[config.mk]
export PLATFORM = sky130hd
export DESIGN_NAME = pascal_lexeme_splitter_unit_flat
export DESIGN_NICKNAME = d
export VERILOG_FILES = /design/src/rtl/core/psplit_pkg.sv /design/src/rtl/core/psplit_in_if.sv /design/src/rtl/core/psplit_out_if.sv /design/src/rtl/core/psplit_ram.sv /design/src/rtl/core/psplit_cmd_fifo.sv /design/src/rtl/core/psplit_front.sv /design/src/rtl/core/psplit_back.sv /design/src/rtl/core/pascal_lexeme_splitter_unit.sv /design/src/flat_wrapper.sv
export SDC_FILE = /design/constraint.sdc
export NUM_CORES = 1
export LEC_CHECK = 0
export BUFFER_PORTS_ARGS = -buffer_cell sky130_fd_sc_hd__buf_2
export CAP_MARGIN = 25
export CORE_MARGIN = 2
export CORE_UTILIZATION = 25
export DETAILED_ROUTE_END_ITERATION = 16
export PLACE_DENSITY_LB_ADDON = 0.3
export RECOVER_POWER = 50
export SLEW_MARGIN = 20
export SYNTH_ARGS = -nofsm -noshare
export SYNTH_HDL_FRONTEND = slang
export SYNTH_SLANG_ARGS = --single-unit
[constraint.sdc]
create_clock -name i_clk -period 23.2 [get_ports i_clk]
set_input_delay 5.8 -clock i_clk [delete_from_list [all_inputs] [get_ports i_clk]]
set_output_delay 5.8 -clock i_clk [all_outputs]
set_load 0.02 [all_outputs]
[src/rtl/core/psplit_pkg.sv]
// Shared types, constants and helpers of the Pascal lexeme splitter.
`timescale 1ns / 1ps
`default_nettype none

package psplit_pkg;

    localparam int CHAR_W  = 8;
    localparam int ACT_W   = 2;
    localparam int LINE_W  = 16;
    localparam int COL_W   = 10;
    localparam int DEPTH_W = 8;
    localparam int LEN_W   = 6;
    localparam int IDX_W   = 5;

    localparam int DEF_MAX_LEXEME   = 32;
    localparam int DEF_LINE_COLUMNS = 1024;
    localparam int QUEUE_DEPTH      = 4;

    localparam logic [CHAR_W-1:0] CH_LBRACE  = 8'h7B;
    localparam logic [CHAR_W-1:0] CH_RBRACE  = 8'h7D;
    localparam logic [CHAR_W-1:0] CH_DOT     = 8'h2E;
    localparam logic [CHAR_W-1:0] CH_COLON   = 8'h3A;
    localparam logic [CHAR_W-1:0] CH_LESS    = 8'h3C;
    localparam logic [CHAR_W-1:0] CH_GREATER = 8'h3E;
    localparam logic [CHAR_W-1:0] CH_EQUAL   = 8'h3D;
    localparam logic [CHAR_W-1:0] CH_SEMI    = 8'h3B;
    localparam logic [CHAR_W-1:0] CH_COMMA   = 8'h2C;
    localparam logic [CHAR_W-1:0] CH_LPAREN  = 8'h28;
    localparam logic [CHAR_W-1:0] CH_RPAREN  = 8'h29;
    localparam logic [CHAR_W-1:0] CH_PLUS    = 8'h2B;
    localparam logic [CHAR_W-1:0] CH_MINUS   = 8'h2D;
    localparam logic [CHAR_W-1:0] CH_STAR    = 8'h2A;
    localparam logic [CHAR_W-1:0] CH_SLASH   = 8'h2F;
    localparam logic [CHAR_W-1:0] CH_SPACE   = 8'h20;
    localparam logic [CHAR_W-1:0] CH_TAB     = 8'h09;
    localparam logic [CHAR_W-1:0] CH_NL      = 8'h0A;
    localparam logic [CHAR_W-1:0] CH_ZERO    = 8'h30;
    localparam logic [CHAR_W-1:0] CH_NINE    = 8'h39;

    typedef enum logic [ACT_W-1:0] {
        ACT_CHAR = 2'd0,
        ACT_EOL  = 2'd1,
        ACT_EOI  = 2'd2
    } t_action;

    typedef enum logic [1:0] {
        PEND_NONE    = 2'd0,
        PEND_COLON   = 2'd1,
        PEND_LESS    = 2'd2,
        PEND_GREATER = 2'd3
    } t_pend;

    typedef enum logic [2:0] {
        BK_IDLE,
        BK_PEND1,
        BK_PEND2,
        BK_FLUSH_RD,
        BK_FLUSH_OUT,
        BK_SINGLE,
        BK_END
    } t_back_state;

    // one request's work for the back end; w on pop, the rest in field order
    typedef struct packed {
        logic              p_valid;
        logic              p_pair;
        logic [CHAR_W-1:0] p_char;
        logic [CHAR_W-1:0] p_second;
        logic [COL_W-1:0]  p_col;
        logic              f_valid;
        logic [LEN_W-1:0]  f_len;
        logic [COL_W-1:0]  f_col;
        logic              f_ovf;
        logic              s_valid;
        logic [CHAR_W-1:0] s_char;
        logic [COL_W-1:0]  s_col;
        logic              e_valid;
        logic              w_valid;
        logic [IDX_W-1:0]  w_idx;
        logic [CHAR_W-1:0] w_char;
        logic [LINE_W-1:0] line;
    } t_cmd;

    typedef struct packed {
        logic [CHAR_W-1:0] lex_char;
        logic              first_char;
        logic              last_char;
        logic [LINE_W-1:0] line;
        logic [COL_W-1:0]  column;
        logic              end_of_input;
        logic              truncated;
    } t_lex;

    function automatic logic [CHAR_W-1:0] pend_char(input t_pend p);
        logic [CHAR_W-1:0] c;
        unique case (p)
            PEND_COLON: c = CH_COLON;
            PEND_LESS:  c = CH_LESS;
            default:    c = CH_GREATER;
        endcase
        return c;
    endfunction

endpackage

`default_nettype wire

[src/rtl/core/psplit_in_if.sv]
// Request channel carrying source characters and line/input markers.
`timescale 1ns / 1ps
`default_nettype none

interface psplit_in_if;
    logic                         valid;
    logic                         ready;
    logic [psplit_pkg::ACT_W-1:0]  action;
    logic [psplit_pkg::CHAR_W-1:0] ch;

    modport source (output valid, output action, output ch, input ready);
    modport sink   (input valid, input action, input ch, output ready);
endinterface

`default_nettype wire

[src/rtl/core/psplit_out_if.sv]
// Result channel carrying lexeme characters with their position tags.
`timescale 1ns / 1ps
`default_nettype none

interface psplit_out_if;
    logic                          valid;
    logic                          ready;
    logic [psplit_pkg::CHAR_W-1:0] lex_char;
    logic                          first_char;
    logic                          last_char;
    logic [psplit_pkg::LINE_W-1:0] line;
    logic [psplit_pkg::COL_W-1:0]  column;
    logic                          end_of_input;
    logic                          truncated;

    modport source (output valid, output lex_char, output first_char, output last_char,
                    output line, output column, output end_of_input, output truncated,
                    input ready);
    modport sink   (input valid, input lex_char, input first_char, input last_char,
                    input line, input column, input end_of_input, input truncated,
                    output ready);
endinterface

`default_nettype wire

[src/rtl/core/psplit_ram.sv]
// Generic single-write, single-read RAM with registered read data.
`timescale 1ns / 1ps
`default_nettype none

module psplit_ram #(
    parameter int WIDTH = 8,
    parameter int DEPTH = 32
) (
    input  logic                     i_clk,
    input  logic                     i_we,
    input  logic [$clog2(DEPTH)-1:0] i_waddr,
    input  logic [WIDTH-1:0]         i_wdata,
    input  logic                     i_re,
    input  logic [$clog2(DEPTH)-1:0] i_raddr,
    output logic [WIDTH-1:0]         o_rdata
);

    logic [WIDTH-1:0] r_mem [DEPTH];
    logic [WIDTH-1:0] r_rdata;

    always_ff @(posedge i_clk) begin
        if (i_we) begin
            r_mem[i_waddr] <= i_wdata;
        end
        if (i_re) begin
            r_rdata <= r_mem[i_raddr];
        end
    end

    assign o_rdata = r_rdata;

endmodule

`default_nettype wire

[src/rtl/core/psplit_cmd_fifo.sv]
// Short command queue between the classifying front end and the emitting back end.
`timescale 1ns / 1ps
`default_nettype none

module psplit_cmd_fifo (
    input  logic             i_clk,
    input  logic             i_rst_n,
    input  logic             i_push,
    input  psplit_pkg::t_cmd i_cmd,
    output logic             o_full,
    output logic             o_valid,
    input  logic             i_pop,
    output psplit_pkg::t_cmd o_cmd
);

    localparam int DEPTH = psplit_pkg::QUEUE_DEPTH;
    localparam int PW    = $clog2(DEPTH);
    localparam int CNTW  = $clog2(DEPTH + 1);

    psplit_pkg::t_cmd r_mem [DEPTH];
    logic [PW-1:0]    r_wr_ptr, n_wr_ptr;
    logic [PW-1:0]    r_rd_ptr, n_rd_ptr;
    logic [CNTW-1:0]  r_count, n_count;
    logic             do_push, do_pop;

    assign o_full  = (r_count == CNTW'(DEPTH));
    assign o_valid = (r_count != '0);
    assign o_cmd   = r_mem[r_rd_ptr];
    assign do_push = i_push && !o_full;
    assign do_pop  = i_pop && o_valid;

    always_comb begin
        n_wr_ptr = r_wr_ptr;
        n_rd_ptr = r_rd_ptr;
        n_count  = r_count;
        if (do_push) begin
            n_wr_ptr = (r_wr_ptr == PW'(DEPTH - 1)) ? '0 : r_wr_ptr + 1'b1;
        end
        if (do_pop) begin
            n_rd_ptr = (r_rd_ptr == PW'(DEPTH - 1)) ? '0 : r_rd_ptr + 1'b1;
        end
        if (do_push && !do_pop) begin
            n_count = r_count + 1'b1;
        end else if (do_pop && !do_push) begin
            n_count = r_count - 1'b1;
        end
    end

    always_ff @(posedge i_clk) begin
        if (!i_rst_n) begin
            r_wr_ptr <= '0;
            r_rd_ptr <= '0;
            r_count  <= '0;
        end else begin
            r_wr_ptr <= n_wr_ptr;
            r_rd_ptr <= n_rd_ptr;
            r_count  <= n_count;
        end
    end

    always_ff @(posedge i_clk) begin
        if (do_push) begin
            r_mem[r_wr_ptr] <= i_cmd;
        end
    end

endmodule

`default_nettype wire

[src/rtl/core/psplit_front.sv]
// Front end: tracks position, comments and pending operators, and classifies each request.
`timescale 1ns / 1ps
`default_nettype none

module psplit_front #(
    parameter int MAX_LEXEME   = psplit_pkg::DEF_MAX_LEXEME,
    parameter int LINE_COLUMNS = psplit_pkg::DEF_LINE_COLUMNS
) (
    input  logic             i_clk,
    input  logic             i_rst_n,
    psplit_in_if.sink        i_req,
    input  logic             i_q_full,
    output logic             o_push,
    output psplit_pkg::t_cmd o_cmd
);

    localparam int CW    = $clog2(LINE_COLUMNS);
    localparam int LW    = $clog2(MAX_LEXEME + 1);
    localparam int COL_W = psplit_pkg::COL_W;

    logic [psplit_pkg::DEPTH_W-1:0] r_depth, n_depth;
    logic [LW-1:0]                  r_len, n_len;
    logic [COL_W-1:0]               r_start, n_start;
    logic                           r_ovf, n_ovf;
    psplit_pkg::t_pend              r_pend, n_pend;
    logic [COL_W-1:0]               r_pcol, n_pcol;
    logic [psplit_pkg::CHAR_W-1:0]  r_prev, n_prev;
    logic                           r_prev_valid, n_prev_valid;
    logic [psplit_pkg::LINE_W-1:0]  r_line, n_line;
    logic [CW-1:0]                  r_col, n_col;

    logic [COL_W+CW-1:0]            col_ext;
    logic [COL_W-1:0]               col10;
    logic [psplit_pkg::CHAR_W-1:0]  c;
    logic                           accept;
    logic                           pend_hit;
    logic                           prev_digit;
    logic                           do_flush, do_single, do_append;
    psplit_pkg::t_cmd               cmd;

    assign i_req.ready = !i_q_full;
    assign accept      = i_req.valid && !i_q_full;
    assign c           = i_req.ch;
    assign col_ext     = {{COL_W{1'b0}}, r_col};
    assign col10       = col_ext[COL_W-1:0];
    assign prev_digit  = r_prev_valid && (r_prev >= psplit_pkg::CH_ZERO)
                         && (r_prev <= psplit_pkg::CH_NINE);
    assign pend_hit    = (r_pend != psplit_pkg::PEND_NONE)
                         && ((c == psplit_pkg::CH_EQUAL)
                             || ((r_pend == psplit_pkg::PEND_LESS)
                                 && (c == psplit_pkg::CH_GREATER)));

    always_comb begin
        n_depth      = r_depth;
        n_len        = r_len;
        n_start      = r_start;
        n_ovf        = r_ovf;
        n_pend       = r_pend;
        n_pcol       = r_pcol;
        n_prev       = r_prev;
        n_prev_valid = r_prev_valid;
        n_line       = r_line;
        n_col        = r_col;
        do_flush     = 1'b0;
        do_single    = 1'b0;
        do_append    = 1'b0;
        cmd          = '0;
        cmd.line     = r_line;

        if (accept) begin
            unique case (i_req.action)
                psplit_pkg::ACT_CHAR: begin
                    if (r_pend != psplit_pkg::PEND_NONE) begin
                        cmd.p_valid  = 1'b1;
                        cmd.p_pair   = pend_hit;
                        cmd.p_char   = psplit_pkg::pend_char(r_pend);
                        cmd.p_second = c;
                        cmd.p_col    = r_pcol;
                        n_pend       = psplit_pkg::PEND_NONE;
                    end
                    if (!pend_hit) begin
                        priority if (c == psplit_pkg::CH_LBRACE) begin
                            if (r_depth != '1) begin
                                n_depth = r_depth + 1'b1;
                            end
                            do_flush = 1'b1;
                        end else if (c == psplit_pkg::CH_RBRACE) begin
                            if (r_depth != '0) begin
                                n_depth = r_depth - 1'b1;
                            end
                        end else if (r_depth != '0) begin
                            do_flush = 1'b0;
                        end else begin
                            unique case (c)
                                psplit_pkg::CH_DOT: begin
                                    if (prev_digit) begin
                                        do_append = 1'b1;
                                    end else begin
                                        do_flush  = 1'b1;
                                        do_single = 1'b1;
                                    end
                                end
                                psplit_pkg::CH_COLON, psplit_pkg::CH_LESS,
                                psplit_pkg::CH_GREATER: begin
                                    do_flush = 1'b1;
                                    n_pcol   = col10;
                                    n_pend   = (c == psplit_pkg::CH_COLON) ?
                                               psplit_pkg::PEND_COLON :
                                               (c == psplit_pkg::CH_LESS) ?
                                               psplit_pkg::PEND_LESS :
                                               psplit_pkg::PEND_GREATER;
                                end
                                psplit_pkg::CH_SPACE, psplit_pkg::CH_TAB,
                                psplit_pkg::CH_NL: begin
                                    do_flush = 1'b1;
                                end
                                psplit_pkg::CH_EQUAL, psplit_pkg::CH_SEMI,
                                psplit_pkg::CH_COMMA, psplit_pkg::CH_LPAREN,
                                psplit_pkg::CH_RPAREN, psplit_pkg::CH_PLUS,
                                psplit_pkg::CH_MINUS, psplit_pkg::CH_STAR,
                                psplit_pkg::CH_SLASH: begin
                                    do_flush  = 1'b1;
                                    do_single = 1'b1;
                                end
                                default: begin
                                    do_append = 1'b1;
                                end
                            endcase
                        end
                    end
                    n_prev       = c;
                    n_prev_valid = 1'b1;
                    n_col        = (r_col == CW'(LINE_COLUMNS - 1)) ? '0 : r_col + 1'b1;
                end
                psplit_pkg::ACT_EOL, psplit_pkg::ACT_EOI: begin
                    if (r_pend != psplit_pkg::PEND_NONE) begin
                        cmd.p_valid = 1'b1;
                        cmd.p_char  = psplit_pkg::pend_char(r_pend);
                        cmd.p_col   = r_pcol;
                        n_pend      = psplit_pkg::PEND_NONE;
                    end
                    do_flush = 1'b1;
                    if (i_req.action == psplit_pkg::ACT_EOI) begin
                        cmd.e_valid = 1'b1;
                    end else begin
                        n_line       = r_line + 1'b1;
                        n_col        = '0;
                        n_prev_valid = 1'b0;
                        n_prev       = '0;
                    end
                end
                default: begin
                    cmd.line = r_line;
                end
            endcase
        end

        if (do_flush) begin
            if (r_len != '0) begin
                cmd.f_valid = 1'b1;
                cmd.f_len   = psplit_pkg::LEN_W'(r_len);
                cmd.f_col   = r_start;
                cmd.f_ovf   = r_ovf;
            end
            n_len = '0;
            n_ovf = 1'b0;
        end
        if (do_single) begin
            cmd.s_valid = 1'b1;
            cmd.s_char  = c;
            cmd.s_col   = col10;
        end
        if (do_append) begin
            if (r_len == '0) begin
                n_start = col10;
            end
            if (r_len < LW'(MAX_LEXEME)) begin
                cmd.w_valid = 1'b1;
                cmd.w_idx   = psplit_pkg::IDX_W'(r_len);
                cmd.w_char  = c;
                n_len       = r_len + 1'b1;
            end else begin
                n_ovf = 1'b1;
            end
        end
    end

    assign o_cmd  = cmd;
    assign o_push = accept && (cmd.p_valid || cmd.f_valid || cmd.s_valid
                               || cmd.e_valid || cmd.w_valid);

    always_ff @(posedge i_clk) begin
        if (!i_rst_n) begin
            r_depth      <= '0;
            r_len        <= '0;
            r_start      <= '0;
            r_ovf        <= 1'b0;
            r_pend       <= psplit_pkg::PEND_NONE;
            r_pcol       <= '0;
            r_prev       <= '0;
            r_prev_valid <= 1'b0;
            r_line       <= '0;
            r_col        <= '0;
        end else begin
            r_depth      <= n_depth;
            r_len        <= n_len;
            r_start      <= n_start;
            r_ovf        <= n_ovf;
            r_pend       <= n_pend;
            r_pcol       <= n_pcol;
            r_prev       <= n_prev;
            r_prev_valid <= n_prev_valid;
            r_line       <= n_line;
            r_col        <= n_col;
        end
    end

endmodule

`default_nettype wire

[src/rtl/core/psplit_back.sv]
// Back end: owns the lexeme buffer and emits queued work one character at a time.
`timescale 1ns / 1ps
`default_nettype none

module psplit_back #(
    parameter int MAX_LEXEME = psplit_pkg::DEF_MAX_LEXEME
) (
    input  logic             i_clk,
    input  logic             i_rst_n,
    input  logic             i_q_valid,
    input  psplit_pkg::t_cmd i_cmd,
    output logic             o_pop,
    psplit_out_if.source     o_lex
);

    localparam int AW    = $clog2(MAX_LEXEME);
    localparam int LEN_W = psplit_pkg::LEN_W;

    psplit_pkg::t_back_state       r_state, n_state;
    psplit_pkg::t_cmd              r_cmd, n_cmd;
    logic [AW-1:0]                 r_idx, n_idx;
    logic                          r_out_valid;
    psplit_pkg::t_lex              r_out, n_item;
    logic                          load;
    logic                          out_free;
    logic                          ram_re;
    logic                          flush_last;
    logic [psplit_pkg::CHAR_W-1:0] ram_rdata;

    function automatic psplit_pkg::t_back_state after_flush(input psplit_pkg::t_cmd c);
        psplit_pkg::t_back_state s;
        if (c.s_valid) begin
            s = psplit_pkg::BK_SINGLE;
        end else if (c.e_valid) begin
            s = psplit_pkg::BK_END;
        end else begin
            s = psplit_pkg::BK_IDLE;
        end
        return s;
    endfunction

    function automatic psplit_pkg::t_back_state after_pend(input psplit_pkg::t_cmd c);
        psplit_pkg::t_back_state s;
        s = c.f_valid ? psplit_pkg::BK_FLUSH_RD : after_flush(c);
        return s;
    endfunction

    function automatic psplit_pkg::t_back_state first_phase(input psplit_pkg::t_cmd c);
        psplit_pkg::t_back_state s;
        s = c.p_valid ? psplit_pkg::BK_PEND1 : after_pend(c);
        return s;
    endfunction

    psplit_ram #(
        .WIDTH (psplit_pkg::CHAR_W),
        .DEPTH (MAX_LEXEME)
    ) u_buf (
        .i_clk   (i_clk),
        .i_we    (o_pop && i_cmd.w_valid),
        .i_waddr (i_cmd.w_idx[AW-1:0]),
        .i_wdata (i_cmd.w_char),
        .i_re    (ram_re),
        .i_raddr (r_idx),
        .o_rdata (ram_rdata)
    );

    assign out_free   = !r_out_valid || o_lex.ready;
    assign flush_last = (LEN_W'(r_idx) + LEN_W'(1)) == r_cmd.f_len;

    always_comb begin
        n_state     = r_state;
        n_cmd       = r_cmd;
        n_idx       = r_idx;
        load        = 1'b0;
        o_pop       = 1'b0;
        ram_re      = 1'b0;
        n_item      = '0;
        n_item.line = r_cmd.line;

        unique case (r_state)
            psplit_pkg::BK_IDLE: begin
                if (i_q_valid) begin
                    o_pop   = 1'b1;
                    n_cmd   = i_cmd;
                    n_idx   = '0;
                    n_state = first_phase(i_cmd);
                end
            end
            psplit_pkg::BK_PEND1: begin
                if (out_free) begin
                    load              = 1'b1;
                    n_item.lex_char   = r_cmd.p_char;
                    n_item.first_char = 1'b1;
                    n_item.last_char  = !r_cmd.p_pair;
                    n_item.column     = r_cmd.p_col;
                    n_state = r_cmd.p_pair ? psplit_pkg::BK_PEND2 : after_pend(r_cmd);
                end
            end
            psplit_pkg::BK_PEND2: begin
                if (out_free) begin
                    load             = 1'b1;
                    n_item.lex_char  = r_cmd.p_second;
                    n_item.last_char = 1'b1;
                    n_item.column    = r_cmd.p_col;
                    n_state          = after_pend(r_cmd);
                end
            end
            psplit_pkg::BK_FLUSH_RD: begin
                ram_re  = 1'b1;
                n_state = psplit_pkg::BK_FLUSH_OUT;
            end
            psplit_pkg::BK_FLUSH_OUT: begin
                if (out_free) begin
                    load              = 1'b1;
                    n_item.lex_char   = ram_rdata;
                    n_item.first_char = (r_idx == '0);
                    n_item.last_char  = flush_last;
                    n_item.column     = r_cmd.f_col;
                    n_item.truncated  = r_cmd.f_ovf;
                    if (flush_last) begin
                        n_idx   = '0;
                        n_state = after_flush(r_cmd);
                    end else begin
                        n_idx   = r_idx + 1'b1;
                        n_state = psplit_pkg::BK_FLUSH_RD;
                    end
                end
            end
            psplit_pkg::BK_SINGLE: begin
                if (out_free) begin
                    load              = 1'b1;
                    n_item.lex_char   = r_cmd.s_char;
                    n_item.first_char = 1'b1;
                    n_item.last_char  = 1'b1;
                    n_item.column     = r_cmd.s_col;
                    n_state = r_cmd.e_valid ? psplit_pkg::BK_END : psplit_pkg::BK_IDLE;
                end
            end
            psplit_pkg::BK_END: begin
                if (out_free) begin
                    load                = 1'b1;
                    n_item.end_of_input = 1'b1;
                    n_state             = psplit_pkg::BK_IDLE;
                end
            end
            default: begin
                n_state = psplit_pkg::BK_IDLE;
            end
        endcase
    end

    always_ff @(posedge i_clk) begin
        if (!i_rst_n) begin
            r_state     <= psplit_pkg::BK_IDLE;
            r_idx       <= '0;
            r_out_valid <= 1'b0;
        end else begin
            r_state <= n_state;
            r_idx   <= n_idx;
            if (load) begin
                r_out_valid <= 1'b1;
            end else if (o_lex.ready) begin
                r_out_valid <= 1'b0;
            end
        end
    end

    always_ff @(posedge i_clk) begin
        r_cmd <= n_cmd;
        if (load) begin
            r_out <= n_item;
        end
    end

    assign o_lex.valid        = r_out_valid;
    assign o_lex.lex_char     = r_out.lex_char;
    assign o_lex.first_char   = r_out.first_char;
    assign o_lex.last_char    = r_out.last_char;
    assign o_lex.line         = r_out.line;
    assign o_lex.column       = r_out.column;
    assign o_lex.end_of_input = r_out.end_of_input;
    assign o_lex.truncated    = r_out.truncated;

endmodule

`default_nettype wire

[src/rtl/core/pascal_lexeme_splitter_unit.sv]
// Top level of the Pascal lexeme splitter: front end, command queue and back end.
//
// Takes one request per cycle (a source character, an end of line or an end of input)
// while its four-entry command queue has room, and streams each lexeme out one
// character per result, tagged with line, start column and first/last/truncated flags.
// Brace comments nest and are skipped; ':' '<' '>' are held one character so that
// := <= >= <> come out as one lexeme. Output rate is set by the back end: each
// character of a buffered lexeme takes a registered read from the lexeme buffer,
// then the output register; every other result goes straight to the output
// register, and each queued request is first taken from the queue while the back end
// is idle, so it takes the next request only once every result of the last is loaded;
// characters that only join a lexeme are written to the buffer as they are taken.
// The lexeme buffer needs no clearing after reset.
`timescale 1ns / 1ps
`default_nettype none

module pascal_lexeme_splitter_unit #(
    parameter int MAX_LEXEME   = psplit_pkg::DEF_MAX_LEXEME,
    parameter int LINE_COLUMNS = psplit_pkg::DEF_LINE_COLUMNS
) (
    input  logic          i_clk,
    input  logic          i_rst_n,
    psplit_in_if.sink     i_req,
    psplit_out_if.source  o_lex
);

    logic             q_push;
    logic             q_full;
    logic             q_valid;
    logic             q_pop;
    psplit_pkg::t_cmd push_cmd;
    psplit_pkg::t_cmd pop_cmd;

    psplit_front #(
        .MAX_LEXEME   (MAX_LEXEME),
        .LINE_COLUMNS (LINE_COLUMNS)
    ) u_front (
        .i_clk    (i_clk),
        .i_rst_n  (i_rst_n),
        .i_req    (i_req),
        .i_q_full (q_full),
        .o_push   (q_push),
        .o_cmd    (push_cmd)
    );

    psplit_cmd_fifo u_queue (
        .i_clk   (i_clk),
        .i_rst_n (i_rst_n),
        .i_push  (q_push),
        .i_cmd   (push_cmd),
        .o_full  (q_full),
        .o_valid (q_valid),
        .i_pop   (q_pop),
        .o_cmd   (pop_cmd)
    );

    psplit_back #(
        .MAX_LEXEME (MAX_LEXEME)
    ) u_back (
        .i_clk     (i_clk),
        .i_rst_n   (i_rst_n),
        .i_q_valid (q_valid),
        .i_cmd     (pop_cmd),
        .o_pop     (q_pop),
        .o_lex     (o_lex)
    );

    a_no_push_when_full: assert property (@(posedge i_clk) disable iff (!i_rst_n)
        q_push |-> !q_full)
        else $error("command pushed into a full queue");

    a_end_item_clean: assert property (@(posedge i_clk) disable iff (!i_rst_n)
        (o_lex.valid && o_lex.end_of_input) |->
        (o_lex.lex_char == '0) && !o_lex.first_char && !o_lex.last_char
        && (o_lex.column == '0) && !o_lex.truncated)
        else $error("end item carries character data");

    a_single_not_truncated: assert property (@(posedge i_clk) disable iff (!i_rst_n)
        (o_lex.valid && o_lex.first_char && o_lex.last_char) |-> !o_lex.truncated)
        else $error("one-character lexeme flagged as truncated");

    a_reset_clears_output: assert property (@(posedge i_clk)
        $past(!i_rst_n) |-> !o_lex.valid)
        else $error("result valid straight after reset");

endmodule

`default_nettype wire

[src/flat_wrapper.sv]
// flat-port wrapper written by rule: the top's interface ports become plain ports
module pascal_lexeme_splitter_unit_flat 
#(
    parameter int MAX_LEXEME   = psplit_pkg::DEF_MAX_LEXEME,
    parameter int LINE_COLUMNS = psplit_pkg::DEF_LINE_COLUMNS
)
  (i_clk, i_rst_n, i_req_valid, i_req_action, i_req_ch, i_req_ready, o_lex_valid, o_lex_lex_char, o_lex_first_char, o_lex_last_char, o_lex_line, o_lex_column, o_lex_end_of_input, o_lex_truncated, o_lex_ready);
  psplit_in_if i_req_i ();
  psplit_out_if o_lex_i ();
  input  logic i_clk;
  input  logic i_rst_n;
  input wire logic [$bits(i_req_i.valid)-1:0] i_req_valid;
  input wire logic [$bits(i_req_i.action)-1:0] i_req_action;
  input wire logic [$bits(i_req_i.ch)-1:0] i_req_ch;
  output wire logic [$bits(i_req_i.ready)-1:0] i_req_ready;
  output wire logic [$bits(o_lex_i.valid)-1:0] o_lex_valid;
  output wire logic [$bits(o_lex_i.lex_char)-1:0] o_lex_lex_char;
  output wire logic [$bits(o_lex_i.first_char)-1:0] o_lex_first_char;
  output wire logic [$bits(o_lex_i.last_char)-1:0] o_lex_last_char;
  output wire logic [$bits(o_lex_i.line)-1:0] o_lex_line;
  output wire logic [$bits(o_lex_i.column)-1:0] o_lex_column;
  output wire logic [$bits(o_lex_i.end_of_input)-1:0] o_lex_end_of_input;
  output wire logic [$bits(o_lex_i.truncated)-1:0] o_lex_truncated;
  input wire logic [$bits(o_lex_i.ready)-1:0] o_lex_ready;
  assign i_req_i.valid = i_req_valid;
  assign i_req_i.action = i_req_action;
  assign i_req_i.ch = i_req_ch;
  assign i_req_ready = i_req_i.ready;
  assign o_lex_valid = o_lex_i.valid;
  assign o_lex_lex_char = o_lex_i.lex_char;
  assign o_lex_first_char = o_lex_i.first_char;
  assign o_lex_last_char = o_lex_i.last_char;
  assign o_lex_line = o_lex_i.line;
  assign o_lex_column = o_lex_i.column;
  assign o_lex_end_of_input = o_lex_i.end_of_input;
  assign o_lex_truncated = o_lex_i.truncated;
  assign o_lex_i.ready = o_lex_ready;
  pascal_lexeme_splitter_unit #(.MAX_LEXEME(MAX_LEXEME), .LINE_COLUMNS(LINE_COLUMNS)) u_core (.i_clk(i_clk), .i_rst_n(i_rst_n), .i_req(i_req_i), .o_lex(o_lex_i));
endmodule
==> impl_summary.md <==
Run status
The flow ran to the end, but the final reports show violations. The checks that failed: capacitance limit, slew limit.

Synthesis
The mux share of post-synthesis cell area is 12.8%. The cell count after synthesis came out at 1750. The largest family of logic cells by synthesized area is multiplexers. The mapped netlist covers between 30000 and 40000 sq um. The average cell area after synthesis is 18.4 sq um. The flip-flop cell with the highest count after synthesis is sky130_fd_sc_hd__edfxtp_1. The simple-gate share of the synthesized area is 6.24%.

Counting flops and latches in the post-synthesis netlist gives 827. During synthesis, Yosys emitted a total of 0 warnings. Summing the areas of all compound-gate instances in the mapped netlist gives roughly 3.3% of the synthesized area. The largest total area in the synthesized netlist belongs to sky130_fd_sc_hd__edfxtp_1. Summing the sequential cell areas from Yosys gives 74.5% of the chip area. The count of different cell masters after synthesis is 70. The post-synthesis async set-or-reset flop share is 0%.

Ranked by total cell area, the synthesized netlist is headed by sky130_fd_sc_hd__edfxtp_1 69%, sky130_fd_sc_hd__mux4_2 12%, sky130_fd_sc_hd__dfxtp_1 5.5%, sky130_fd_sc_hd__nor2_1 1.4%, sky130_fd_sc_hd__and2_1 1.1%. Of the total synthesized cell area, the portion taken by full adders, half adders and majority gates is 0.942%. The share of synthesized area in the top cell type comes to 68.9%. Of the total synthesized cell area, the portion taken by XOR and XNOR cells is 0.790%. Yosys mapped a number of flops with a built-in enable equal to 738.

Die
The number of standard-cell rows in the floorplan is around 130. The horizontal die dimension is around 360 microns. 54 I/O pins were placed. The area of the die is 132000 sq um. Measured along the y axis, the die boundary spans roughly 360 microns. The core area is 128000 sq um. The effective utilization at floorplan is 25.2%.

Global route
The layer flagged by global routing as most heavily used is met2. The met3 capacity usage during global routing is 2.23%. The met2 track demand over resource in global routing is 18.0%. The wire length of the first global-routing pass is between 100000 and 150000 microns. Global routing consumed, on the met1 layer, 14.8% of the routing resources.

Global routing consumed, over all layers together, between 10% and 20% of the routing resources. For this run the aggregate overflow at the end of global routing stands at 0. The initial antenna violation count is 0. The maximum number of pins on one net before global-route repair is 66. The number of global-route vias before repair was 16600.

Placement
The worst slack at placement is ~13000 ps. The quantity of I/O buffers inserted on ports is 53. Routability-driven placement finished with a final weighted congestion of 0.783. Detailed placement ended at an HPWL of 44700 microns. The placed instances occupy a cell area of 34400 sq um.

Timing
Setup total negative slack on the finished layout was measured at 0 ps. Headroom to the max-slew limit came out at -173%. After layout, the worst path uses slightly above 40% of the clock period. The max-slew violation total from the final report was about 330. Setup repair after global routing left no endpoint under its margin. Setup violations remaining at the end of the flow were counted as 0. The clock period could shrink to 9350 ps. The number of endpoints with negative hold slack in the final report is 0. The largest clock skew in the final design is between 40 and 50 ps. The transition time of the tightest slew-check pin is 4100 ps. After layout, the worst setup slack is between 10000 and 15000 ps. Derived from the worst setup path, the maximum achievable clock frequency is 107 MHz.

Clocking
The count of instances resized after the clock tree is built is 0. The clock drives 827 sinks. The CTS clock-pin slew for the worst setup and hold paths is 60 ps. Counting along the longest clock path gives a buffer depth of 3. Counting the buffers created by CTS gives 86. The worst-skew pair later-pin latency is 660 ps. Clock tree synthesis selected as its root buffer the cell sky130_fd_sc_hd__clkbuf_16.

The number of buffers inserted to repair setup after CTS is 0. The depth of the CTS H-tree is 3. The post-cts hold buffer count is 0.

TritonCTS built the clock tree.

Cells and area
The combined area of the multi-input logic cells is 7830 sq um. The post-route netlist has 20.6% of its cells at a drive strength greater than 1. The area of all placed cells without fillers is 37400 sq um. The combined flip-flop and latch cell area is roughly 24000 sq um. Leaving out fill and tap cells, the most frequent cells in the layout are 738 x sky130_fd_sc_hd__edfxtp_1, 170 x sky130_fd_sc_hd__mux4_2, 122 x sky130_fd_sc_hd__nor2_1.

Measured on the finished design, the core utilization comes to 29.3%. The commonest non-fill, non-tap cell in the layout is sky130_fd_sc_hd__edfxtp_1. In the final design database the tool counted 1875 nets. The layout overhead on the synthesized area is 16.4%. The filler cells instantiated in the layout total 12400.

Drt
The average vias per placed instance is 4.47. The pre-antenna-repair detailed-routing pass consisted of 5 iterations. After detailed routing, the number of remaining DRC violations is 0. Dividing the detail-routed wire length by the instance count gives 20.4 microns. The detail route stage leaves a number of antenna-violating nets equal to 0. The final routed wirelength across all metal layers is 72800 microns. The total number of vias is around 16000. The number of DRC violations after detailed-routing iteration 0 is about 1300.

Power
The part of the total power dissipated in the clock network is between 30% and 40%. The share of total power dissipated in sequential elements is 48.6%. Net switching is 26.8% of the power. For this design the static power due to leakage is between 10 and 15 nW. The internal power of the cells is 2.97 mW.

The power consumption is 4.05 mW. The power density of the placed cells is 108 nW/um^2. The part of the total power dissipated in combinational logic is 15.8%.

Across the VDD grid, the largest voltage drop is between 0.00005 and 0.00006 V. Summed over all nets, the switching power comes to ~1.1 mW.

Critical path
By startpoint and endpoint, the worst setup path is classified as input pin to flip-flop. STA classifies the critical path endpoint as a flip-flop. In this run the worst path has a maximum fanout of 44. The beginning of the worst register-to-register path is u_core.u_back.r_idx[0]. The arrival time reported for the critical path endpoint is 9600 ps. The worst register-to-register path ends at u_core.u_back.u_buf.o_rdata[4]. The required time of the worst setup path is 23450 ps. Setup slack on the worst reg-to-reg path comes out at about 17000 ps. The number of cells on the worst reg-to-reg path is 4. The startpoint type of the worst setup path is an input pin. The capture point of the critical path is u_core.u_queue.r_mem[0][34]. The source of the critical timing path is i_req_ch[1].

Worst hold path
The tightest min-delay check is of the flip-flop to flip-flop type.

Flow run
Across the run, the number of max-cap violations was 8.
==> stage by stage <==
stage | hold slack (ps) | std cells
detailed placement | 408 | 3411
floorplan | 400 | 1757
global placement | 405 | 3411
global route | 437 | 3573
finish | 420 | 3574
CTS | 423 | 3572
==> critical path, cell delays in order <==
cell,delay (ps)
sky130_fd_sc_hd__buf_2,240
sky130_fd_sc_hd__nand2b_1,230
sky130_fd_sc_hd__a2111oi_4,110
sky130_fd_sc_hd__nor4_2,270
sky130_fd_sc_hd__buf_4,240
sky130_fd_sc_hd__nand4b_1,460
sky130_fd_sc_hd__nor2_2,740
sky130_fd_sc_hd__nor3_4,210
sky130_fd_sc_hd__nor2b_4,590
sky130_fd_sc_hd__buf_4,670
==> Yosys cell counts (22+ instances only) <==
cell                       number
sky130_fd_sc_hd__nand2_1       61
sky130_fd_sc_hd__o21ai_0       34
sky130_fd_sc_hd__clkbuf_1      67
sky130_fd_sc_hd__mux4_2       170
sky130_fd_sc_hd__a21oi_1       61
sky130_fd_sc_hd__nand3_1       22
sky130_fd_sc_hd__and2_1        55
sky130_fd_sc_hd__dfxtp_1       89
sky130_fd_sc_hd__inv_1         34
sky130_fd_sc_hd__nor2_1       123
sky130_fd_sc_hd__nor3_1        23
sky130_fd_sc_hd__edfxtp_1     738
==> flip-flops by register name, summed over array words and instances, names as in the netlist, 7 cells and up, named ones only <==
signal and cells:
u_core.u_queue.r_mem 360, u_core.u_back.u_buf.r_mem 256, u_core.u_back.r_cmd 60, u_core.u_back.n_item 16
u_core.u_back.o_lex.line 16, u_core.u_front.r_line 16, u_core.u_back.o_lex.column 10, u_core.u_front.col10 10
u_core.u_front.r_pcol 10, u_core.u_front.r_start 10, u_core.u_back.o_lex.lex_char 8, u_core.u_back.u_buf.o_rdata 8
u_core.u_front.r_depth 8, u_core.u_front.r_prev 7
==> logic make-up (layout without fill, tap and decap cells) <==
| logic type | after synthesis | count (layout) |
|---|---|---|
| and+or+nand+nor | 390 | 390 |
| adders and majority gates | 23 | 23 |
| xor gates and xnor gates | 29 | 29 |
| muxes | 199 | 199 |
| AOI/OAI and AO/OA | 162 | 162 |
| buffers and inverters | 119 | 273 |
| other | 1 | 9 |
| DFF | 827 | 827 |
==> power groups by stage <==
stage	logic (mW)	clock network, mW	registers (mW)
floorplan	0.375	0	2.00
global placement	0.631	0	1.99
detailed placement	0.644	0	2.00
CTS	0.645	1.48	1.97
global route	0.700	1.54	1.99
finish	0.641	1.44	1.97
==> routing by layer <==
layer | vias up | wire, microns
met2 | 405 | 35100
li1 | 7127 | -
met4 | 0 | 1590
met5 | - | 0
met1 | 8321 | 32600
met3 | 109 | 3480
==> worst min-delay path by stage <==
stage	endpoint	cells past startpoint	slack [ps]	start
final	u_core.u_back.o_lex.line[2]	0	420	u_core.u_back.n_item[14]
after global routing	u_core.u_back.o_lex.line[3]	0	440	u_core.u_back.n_item[15]
after CTS	u_core.u_back.o_lex.line[5]	0	420	u_core.u_back.n_item[17]
after detailed placement	u_core.u_back.o_lex.line[5]	0	410	u_core.u_back.n_item[17]
after global placement	u_core.u_back.o_lex.line[5]	0	410	u_core.u_back.n_item[17]
after floorplan	u_core.u_back.o_lex.line[0]	0	400	u_core.u_back.n_item[12]
==> area by class of cell <==
type	instances	share of cell area, %
Sequential cell	827	64.0
Multi-Input combinational cell	811	20.9
Clock buffer	111	6.39
Tap cell	1662	5.56
Clock inverter	50	1.69
Timing Repair Buffer	77	1.11
Inverter	35	0.354
Antenna cell	1	0.00668
No activity file was read; power rests on OpenSTA's default activity.
